===== config.mk =====
export PLATFORM = sky130hd
export DESIGN_NAME = tilt_to_differential_drive
export DESIGN_NICKNAME = d
export VERILOG_FILES = /design/src/hdl/tdd_pkg.sv /design/src/hdl/tilt_to_differential_drive.sv /design/src/hdl/tdd_front.sv /design/src/hdl/tdd_speed.sv /design/src/hdl/tdd_mix.sv
export SDC_FILE = /design/constraint.sdc
export NUM_CORES = 2
export LEC_CHECK = 0
export ABC_AREA = 1
export BUFFER_PORTS_ARGS = -buffer_cell sky130_fd_sc_hd__buf_4
export CAP_MARGIN = 5
export CORE_MARGIN = 2
export CORE_UTILIZATION = 30
export DETAILED_ROUTE_END_ITERATION = 16
export PLACE_DENSITY = 0.53
export SETUP_SLACK_MARGIN = 0.05
export SYNTH_ARGS = -nofsm -noshare
export SYNTH_HDL_FRONTEND = slang
export SYNTH_SLANG_ARGS = --single-unit

===== constraint.sdc =====
create_clock -name clk -period 10.2 [get_ports clk]
set_input_delay 1.02 -clock clk [delete_from_list [all_inputs] [get_ports clk]]
set_output_delay 1.02 -clock clk [all_outputs]
set_load 0.05 [all_outputs]

===== src/hdl/tdd_pkg.sv =====
// ----------------------------------------------------------------------------
// Tilt to differential drive: shared definitions
// Fixed-point constants, register indexes and the structs that pass between
// the pipeline sections.
// ----------------------------------------------------------------------------
package tdd_pkg;

	localparam logic signed [15:0] CLAMP_HI = 16'sd160;
	localparam logic signed [15:0] CLAMP_LO = -16'sd160;
	localparam logic [8:0] THR_OFFSET = 9'd160;

	// |x| * 32768 / 160 is taken as (|x| * 52429) >> 8, exact for |x| <= 160.
	localparam logic [15:0] STEER_RECIP = 16'd52429;
	localparam int unsigned STEER_SHIFT = 8;
	// (y + 160) * 32768 / 320 is taken as (u * 838861) >> 13, exact for u <= 320.
	localparam logic [19:0] THR_RECIP = 20'd838861;
	localparam int unsigned THR_SHIFT = 13;

	localparam logic [16:0] ONE_Q15 = 17'd32768;
	localparam logic signed [35:0] ONE_Q30 = 36'sd1073741824;
	localparam int unsigned LO_SHIFT = 28;
	localparam int unsigned HI_SHIFT = 15;
	localparam int unsigned DUTY_SHIFT = 15;

	localparam logic [15:0] MID_SPEED_RST = 16'd22938;
	localparam logic [15:0] REVERSE_SPEED_RST = 16'd26214;
	localparam logic [15:0] STOP_THRESHOLD_RST = 16'd3277;

	localparam logic [1:0] REG_MID_SPEED = 2'd0;
	localparam logic [1:0] REG_REVERSE_SPEED = 2'd1;
	localparam logic [1:0] REG_STOP_THRESHOLD = 2'd2;

	typedef struct packed {
		logic        vld;
		logic        low;
		logic [27:0] tt;
		logic [14:0] b;
		logic [15:0] lratio;
		logic [15:0] rratio;
	} sq_t;

	typedef struct packed {
		logic        vld;
		logic        rev;
		logic [15:0] speed;
		logic [15:0] lratio;
		logic [15:0] rratio;
	} spd_t;

endpackage


===== src/hdl/tilt_to_differential_drive.sv =====
// ----------------------------------------------------------------------------
// Tilt to differential drive mapper
// Turns one accelerometer sample into two motor duties and a reverse flag.
// ----------------------------------------------------------------------------
// The slave channel takes one sample per transaction: accel_x and accel_y.
// The master channel delivers one result per sample: left and right duty in
// unsigned Q1.15 and the reversing flag. The user must write the three speed
// registers through the plain write port only while no sample is in flight;
// the block itself does not enforce this. The datapath is a five-stage
// pipeline: scaling, squaring, the two branch products, speed selection and
// the wheel multipliers. One sample can be accepted in every cycle while the
// output is not stalled; the throughput is then one transaction per cycle.
// When the receiver stalls, the whole pipeline holds: s_axis_tready falls as
// long as a result waits unaccepted at the output, and nothing is lost or
// repeated. Asynchronous reset empties the pipeline and loads the register
// defaults (0.7 mid-throttle speed, 0.8 reverse speed, 0.1 stop threshold).
// ----------------------------------------------------------------------------
module tilt_to_differential_drive (
	input  logic        clk,
	input  logic        arst_n,
	input  logic        s_axis_tvalid,
	output logic        s_axis_tready,
	input  logic [31:0] s_axis_tdata,  // accel_x [15:0], accel_y [31:16]
	output logic        m_axis_tvalid,
	input  logic        m_axis_tready,
	output logic [39:0] m_axis_tdata,  // left_pwm [15:0], right_pwm [31:16],
	                                   // reversing [32], zero [39:33]
	input  logic        cfg_we,
	input  logic [1:0]  cfg_index,
	input  logic [15:0] cfg_data
);

	logic [15:0] mid_speed_q, reverse_speed_q, stop_threshold_q;
	logic        en;
	logic [15:0] left_pwm, right_pwm;
	logic        reversing;

	tdd_pkg::sq_t  sq;
	tdd_pkg::spd_t spd;

	always_ff @(posedge clk or negedge arst_n) begin
		if (!arst_n) begin
			mid_speed_q <= tdd_pkg::MID_SPEED_RST;
			reverse_speed_q <= tdd_pkg::REVERSE_SPEED_RST;
			stop_threshold_q <= tdd_pkg::STOP_THRESHOLD_RST;
		end else if (cfg_we) begin
			case (cfg_index)
				tdd_pkg::REG_MID_SPEED: mid_speed_q <= cfg_data;
				tdd_pkg::REG_REVERSE_SPEED: reverse_speed_q <= cfg_data;
				tdd_pkg::REG_STOP_THRESHOLD: stop_threshold_q <= cfg_data;
				default: ;
			endcase
		end
	end

	assign en = !m_axis_tvalid || m_axis_tready;
	assign s_axis_tready = en;

	tdd_front u_front (
		.clk     (clk),
		.arst_n  (arst_n),
		.en      (en),
		.in_vld  (s_axis_tvalid),
		.accel_x (s_axis_tdata[15:0]),
		.accel_y (s_axis_tdata[31:16]),
		.sq      (sq)
	);

	tdd_speed u_speed (
		.clk            (clk),
		.arst_n         (arst_n),
		.en             (en),
		.mid_speed      (mid_speed_q),
		.reverse_speed  (reverse_speed_q),
		.stop_threshold (stop_threshold_q),
		.sq             (sq),
		.spd            (spd)
	);

	tdd_mix u_mix (
		.clk       (clk),
		.arst_n    (arst_n),
		.en        (en),
		.spd       (spd),
		.out_vld   (m_axis_tvalid),
		.left_pwm  (left_pwm),
		.right_pwm (right_pwm),
		.reversing (reversing)
	);

	assign m_axis_tdata = {7'd0, reversing, right_pwm, left_pwm};

endmodule


===== src/hdl/tdd_front.sv =====
// ----------------------------------------------------------------------------
// Tilt to differential drive: front section
// Clamps both axes, scales them to steer and throttle, then squares the
// throttle and forms the wheel ratios.
// ----------------------------------------------------------------------------
module tdd_front (
	input  logic          clk,
	input  logic          arst_n,
	input  logic          en,
	input  logic          in_vld,
	input  logic [15:0]   accel_x,
	input  logic [15:0]   accel_y,
	output tdd_pkg::sq_t  sq
);

	logic signed [15:0] x_w, y_w;
	logic signed [8:0]  cx_w, cy_w;
	logic [8:0]         mag_w, u_w;
	logic [23:0]        steer_prod_w;
	logic [28:0]        thr_prod_w;

	logic        vld_s1, xpos_s1;
	logic [15:0] steer_s1, thr_s1;

	logic [15:0] ratio_w;
	tdd_pkg::sq_t sq_w;

	assign x_w = $signed(accel_x);
	assign y_w = $signed(accel_y);

	always_comb begin
		if (x_w > tdd_pkg::CLAMP_HI) begin
			cx_w = 9'(tdd_pkg::CLAMP_HI);
		end else if (x_w < tdd_pkg::CLAMP_LO) begin
			cx_w = 9'(tdd_pkg::CLAMP_LO);
		end else begin
			cx_w = 9'(x_w);
		end
		if (y_w > tdd_pkg::CLAMP_HI) begin
			cy_w = 9'(tdd_pkg::CLAMP_HI);
		end else if (y_w < tdd_pkg::CLAMP_LO) begin
			cy_w = 9'(tdd_pkg::CLAMP_LO);
		end else begin
			cy_w = 9'(y_w);
		end
		mag_w = cx_w[8] ? 9'(-cx_w) : 9'(cx_w);
		u_w = 9'(cy_w) + tdd_pkg::THR_OFFSET;
		steer_prod_w = 24'(mag_w[7:0]) * 24'(tdd_pkg::STEER_RECIP);
		thr_prod_w = 29'(u_w) * 29'(tdd_pkg::THR_RECIP);
	end

	always_ff @(posedge clk or negedge arst_n) begin
		if (!arst_n) begin
			vld_s1 <= 1'b0;
		end else if (en) begin
			vld_s1 <= in_vld;
		end
	end

	always_ff @(posedge clk) begin
		if (en) begin
			xpos_s1 <= !cx_w[8] && (cx_w != 9'sd0);
			steer_s1 <= 16'(steer_prod_w >> tdd_pkg::STEER_SHIFT);
			thr_s1 <= 16'(thr_prod_w >> tdd_pkg::THR_SHIFT);
		end
	end

	assign ratio_w = 16'(tdd_pkg::ONE_Q15 - 17'(steer_s1));

	always_comb begin
		sq_w.vld = vld_s1;
		sq_w.low = !thr_s1[15] && !thr_s1[14];
		sq_w.tt = 28'(thr_s1[13:0]) * 28'(thr_s1[13:0]);
		sq_w.b = 15'(tdd_pkg::ONE_Q15 - 17'(thr_s1));
		sq_w.lratio = xpos_s1 ? 16'(tdd_pkg::ONE_Q15) : ratio_w;
		sq_w.rratio = xpos_s1 ? ratio_w : 16'(tdd_pkg::ONE_Q15);
	end

	always_ff @(posedge clk or negedge arst_n) begin
		if (!arst_n) begin
			sq <= '0;
		end else if (en) begin
			sq <= sq_w;
		end
	end

endmodule


===== src/hdl/tdd_speed.sv =====
// ----------------------------------------------------------------------------
// Tilt to differential drive: speed section
// Forms both branch products of the speed curve, selects and limits the
// speed and substitutes the reverse speed below the stop threshold.
// ----------------------------------------------------------------------------
module tdd_speed (
	input  logic          clk,
	input  logic          arst_n,
	input  logic          en,
	input  logic [15:0]   mid_speed,
	input  logic [15:0]   reverse_speed,
	input  logic [15:0]   stop_threshold,
	input  tdd_pkg::sq_t  sq,
	output tdd_pkg::spd_t spd
);

	logic signed [17:0] a_w;
	logic signed [15:0] b_w;

	logic               vld_s3, low_s3;
	logic [43:0]        lo_prod_s3;
	logic signed [33:0] hi_prod_s3;
	logic [15:0]        lratio_s3, rratio_s3;

	logic signed [34:0] prod2_w;
	logic signed [35:0] num_w;
	logic [20:0]        hi_w;
	logic [15:0]        hi_speed_w, speed_w;
	tdd_pkg::spd_t      spd_w;

	assign a_w = 18'sd32768 - $signed({2'b00, mid_speed});
	assign b_w = $signed({1'b0, sq.b});

	always_ff @(posedge clk or negedge arst_n) begin
		if (!arst_n) begin
			vld_s3 <= 1'b0;
		end else if (en) begin
			vld_s3 <= sq.vld;
		end
	end

	always_ff @(posedge clk) begin
		if (en) begin
			low_s3 <= sq.low;
			lo_prod_s3 <= 44'(mid_speed) * 44'(sq.tt);
			hi_prod_s3 <= 34'(a_w) * 34'(b_w);
			lratio_s3 <= sq.lratio;
			rratio_s3 <= sq.rratio;
		end
	end

	always_comb begin
		prod2_w = {hi_prod_s3, 1'b0};
		num_w = tdd_pkg::ONE_Q30 - 36'(prod2_w);
		if (num_w < 36'sd0) begin
			hi_w = 21'd0;
		end else begin
			hi_w = 21'(num_w >>> tdd_pkg::HI_SHIFT);
		end
		hi_speed_w = (hi_w > 21'd65535) ? 16'hFFFF : hi_w[15:0];
		speed_w = low_s3 ? 16'(lo_prod_s3 >> tdd_pkg::LO_SHIFT) : hi_speed_w;
	end

	always_comb begin
		spd_w.vld = vld_s3;
		spd_w.rev = speed_w < stop_threshold;
		spd_w.speed = (speed_w < stop_threshold) ? reverse_speed : speed_w;
		spd_w.lratio = lratio_s3;
		spd_w.rratio = rratio_s3;
	end

	always_ff @(posedge clk or negedge arst_n) begin
		if (!arst_n) begin
			spd <= '0;
		end else if (en) begin
			spd <= spd_w;
		end
	end

	a_rev_speed: assert property (@(posedge clk) disable iff (!arst_n)
		en && vld_s3 && (speed_w < stop_threshold)
		|=> spd.rev && (spd.speed == $past(reverse_speed)))
		else $error("reverse speed not substituted");

	a_fwd_speed: assert property (@(posedge clk) disable iff (!arst_n)
		en && vld_s3 |=> spd.rev || (spd.speed >= $past(stop_threshold)))
		else $error("forward speed below stop threshold");

	a_lo_fits: assert property (@(posedge clk) disable iff (!arst_n)
		vld_s3 && low_s3 |-> ((lo_prod_s3 >> tdd_pkg::LO_SHIFT) <= 44'(mid_speed)))
		else $error("low branch speed overflow");

endmodule


===== src/hdl/tdd_mix.sv =====
// ----------------------------------------------------------------------------
// Tilt to differential drive: wheel mixer
// Multiplies the speed by each wheel ratio and holds the result for the
// output channel.
// ----------------------------------------------------------------------------
module tdd_mix (
	input  logic          clk,
	input  logic          arst_n,
	input  logic          en,
	input  tdd_pkg::spd_t spd,
	output logic          out_vld,
	output logic [15:0]   left_pwm,
	output logic [15:0]   right_pwm,
	output logic          reversing
);

	logic [31:0] lp_w, rp_w;

	assign lp_w = 32'(spd.speed) * 32'(spd.lratio);
	assign rp_w = 32'(spd.speed) * 32'(spd.rratio);

	always_ff @(posedge clk or negedge arst_n) begin
		if (!arst_n) begin
			out_vld <= 1'b0;
		end else if (en) begin
			out_vld <= spd.vld;
		end
	end

	always_ff @(posedge clk) begin
		if (en) begin
			left_pwm <= 16'(lp_w >> tdd_pkg::DUTY_SHIFT);
			right_pwm <= 16'(rp_w >> tdd_pkg::DUTY_SHIFT);
			reversing <= spd.rev;
		end
	end

	a_duty_bound: assert property (@(posedge clk) disable iff (!arst_n)
		en && spd.vld |=> (left_pwm <= $past(spd.speed)) && (right_pwm <= $past(spd.speed)))
		else $error("duty exceeds speed");

	a_outer_wheel: assert property (@(posedge clk) disable iff (!arst_n)
		en && spd.vld |=> (left_pwm == $past(spd.speed)) || (right_pwm == $past(spd.speed)))
		else $error("no wheel at full speed");

	a_hold: assert property (@(posedge clk) disable iff (!arst_n)
		!en |=> $stable(left_pwm) && $stable(right_pwm) && $stable(reversing))
		else $error("held result changed");

endmodule

==> flow_metrics.env <==
export IMPL_placed_cells=10176
export IMPL_multiInputGateArea_um2=44800
export IMPL_ant_nets=0
export IMPL_dieArea_um2=211900
export IMPL_crit_type="reg -> reg"
export IMPL_fillers=21809
export IMPL_register_area_um2=8879
export IMPL_clkTransAtPathRegs_ns=0.08
export IMPL_dr_pass1_iters=5
export IMPL_crit_required_ns=10.58
export IMPL_clock_latency_ns=0.64
export IMPL_rsz0062_at_grt="no"
export IMPL_coreArea_um2=207100
export IMPL_grt_pass1_vias=50357
export IMPL_drive_gt1_share_pct=3.455
export IMPL_met1_usage_pct=21.39
export IMPL_drt_wirelength_per_cell_um=16.26
export IMPL_antenna_cells=0
export IMPL_crit_reg2reg_launch="mid_speed_q[0]"
export IMPL_synth_cell_types=63
export IMPL_fin_crit_ns=8.030
export IMPL_maxSlewViolCount=0
export IMPL_crit_family="adder cells"
export IMPL_antenna_found_initial=3
export IMPL_seq_area_frac_synth_pct=14.21
export IMPL_h_tree_depth=2
export IMPL_synth_edf_count=148
export IMPL_overflow=0
export IMPL_grt_start_max_net_pins=129
export IMPL_numPortBuffers=89
export IMPL_avgSynthCellArea_um2=8.247
export IMPL_reg2reg_setup_slack_ns=2.17
export IMPL_syn2layout_area_growth_pct=7.442
export IMPL_dpl_worst_slack_ns=2.165
export IMPL_gr_usage_met2_pct=28.54
export IMPL_initial_core_util_pct=30.17
export IMPL_tritoncts="done"
export IMPL_endpoint="u_speed.hi_prod_s3[30]"
export IMPL_cp_slowest_stage_delay_ns=0.59
export IMPL_gp_congestion=0.8824
export IMPL_tightestPinTransition_ns=1.180
export IMPL_hold_buffers=0
export IMPL_clockBufferDepth=3
export IMPL_cts_sinks=324
export IMPL_post_route_drc_count=0
export IMPL_critPathSlowestCell="dfrtp_2"
export IMPL_synth_seq_cells=324
export IMPL_startpoint_type="register"
export IMPL_grt_busiest_layer="met2"
export IMPL_path_max_fanout=18
export IMPL_synth_flop_cell="dfrtp_1"
export IMPL_grt_usage_pct=16.17
export IMPL_outcome="complete, no violations"
export IMPL_num_nets_final=9240
export IMPL_hold_viol=0
export IMPL_ioPinCount=97
export IMPL_root_buffer="clkbuf_16"
export IMPL_synth_warnings=0
export IMPL_post_cts_setup_buffer_count=0
export IMPL_cp_arrival_ns=8.41
export IMPL_grt_met3_usage_pct=1.348
export IMPL_worst_slack_ns=2.170
export IMPL_min_period_over_period_pct=78.73
export IMPL_hold_path_class="reg -> reg"
export IMPL_rr_worst_depth=35
export IMPL_reg2reg_to="u_speed.hi_prod_s3[30]"
export IMPL_cts_buffers=43
export IMPL_final_cells=10255
export IMPL_dr_first_iter_drc_count=2419
export IMPL_num_vias=46432
export IMPL_finalSetupViolations=0
export IMPL_synthesis_area_um2=62480
export IMPL_synthCells=7576
export IMPL_via_per_inst=4.528
export IMPL_clock_skew_ns=0.05655
export IMPL_worst_path_buf_inv=7
export IMPL_async_reset_ff_share_pct=54.32
export IMPL_fmax_mhz=124.5
export IMPL_drt_wl_total_um=166700
export IMPL_min_delay_start="u_speed.spd[49]"
export IMPL_startpoint="mid_speed_q[0]"
export IMPL_cp_depth=35
export IMPL_dp_hpwl_um=133500
export IMPL_final_core_utilization_pct=32.42
export IMPL_die_y_um=460.4
export IMPL_crit_path_end_kind="register"
export IMPL_cts_resized=0
export IMPL_cap_violations=0
export IMPL_finalSetupTns_ns=0
export IMPL_grt_pass1_wl_um=274000
export IMPL_std_cell_rows=167
export IMPL_slew_limit_headroom_pct=20.76
export IMPL_dieWidth_um=460.4
how the worst min path moves through the flow:
stage | endpoint | cells past startpoint
6_report | u_mix.out_vld | 1
5_1_grt | u_mix.out_vld | 1
4_1_cts | u_mix.out_vld | 1
3_5_place_dp | u_speed.spd[22] | 2
3_3_place_gp | u_speed.spd[18] | 2
2_1_floorplan | u_front.sq[75] | 1
stage by stage:
stage                     hold slack, ns  cell area (µm²)
final                             0.4166            67130
after global routing              0.4319            67130
after CTS                         0.4137            67130
after detailed placement          0.4283            65760
after global placement            0.4244            65760
after floorplan                   0.4110            62520
layer usage:
metal / vias to the layer above / share of wire, %
met5: - / 0
met4: 0 / 2.2
met3: 163 / 3.5
met2: 887 / 50
met1: 23466 / 45
li1: 21916 / -
layout by cell type (no fill, tap or decap), types with 6 or more instances in the layout:
cell type	Yosys	layout
conb_1	2	12
nor2_1	325	324
edfxtp_1	148	148
buf_4	9	132
nor3_1	29	29
xor2_1	118	118
o211ai_1	10	10
a21o_1	11	11
clkinv_2	0	6
o22ai_1	10	10
nand3_1	143	143
ha_1	602	602
nand4_1	24	24
o21bai_1	13	13
a31oi_1	23	23
inv_6	0	7
o21ai_1	10	10
inv_1	2006	2006
o21ai_0	224	224
nand2_1	1824	1824
a211oi_1	8	8
dfstp_2	23	23
or2_2	13	13
dfrtp_1	153	152
clkbuf_16	0	43
fa_1	1150	1150
nor4_1	7	7
xnor2_1	58	58
clkbuf_1	297	9
o221ai_1	8	8
o21a_1	15	15
clkinv_1	4	6
a21oi_1	225	225
synthesized netlist by cell type (all sizes together), types with 13 or more instances:
cell type | count | area share [%]
o21bai | 13 | 0.16
a31oi | 23 | 0.23
a21oi | 225 | 1.8
o21ai | 234 | 1.9
inv | 2009 | 12
edfxtp | 148 | 7.1
dfstp | 23 | 0.97
clkbuf | 297 | 1.8
nand3 | 144 | 1.2
o21a | 15 | 0.18
nor2 | 328 | 2.0
nand4 | 24 | 0.24
nand2 | 1828 | 11
xnor2 | 58 | 0.81
xor2 | 118 | 1.7
nor3 | 31 | 0.26
buf | 35 | 0.29
fa | 1150 | 37
ha | 602 | 12
or2 | 15 | 0.15
dfrtp | 153 | 6.1
kinds of logic after synthesis:
kind of cell	Yosys count	share of synthesized area [%]
simple gates	2395	15.10
other cells	2	0.01202
fa+ha+maj	1752	48.90
flops	324	14.21
compound gates	582	5.145
buf+inv	2345	14.16
xor+xnor	176	2.467
registers in the layout, summed over array words and instances, names as in the netlist:
name	count
u_front.sq	75
u_speed.spd	50
u_speed.hi_prod_s3	33
mid_speed_q	16
reverse_speed_q	16
stop_threshold_q	16
u_front.steer_s1	16
u_front.thr_s1	16
u_mix.left_pwm	16
u_mix.right_pwm	16
u_speed.lo_prod_s3	16
u_speed.lratio_s3	16
u_speed.rratio_s3	16
u_front.vld_s1	1
u_front.xpos_s1	1
u_mix.out_vld	1
u_mix.reversing	1
u_speed.low_s3	1
u_speed.vld_s3	1
cell type report:
type	count	share of cell area (%)
multi-input combinational	4917	66.74
sequential	324	13.23
inverter	2013	11.27
tap	2788	5.196
clock buffer	55	1.715
timing repair buffer	134	1.526
clock inverter	24	0.3280
worst register-to-register path, delay by kind of cell, from the launching register on:
kind / cells / cell delay, ns
xor+xnor: 1 / 0.08
buf+inv: 7 / 0.46
compound gates: 3 / 0.78
flops: 1 / 0.59
simple gates: 17 / 2.44
fa+ha+maj: 7 / 3.40
Power is left out: the tool's default activity adds up to more than one toggle a clock period on the data nets, which glitch-free logic cannot reach.
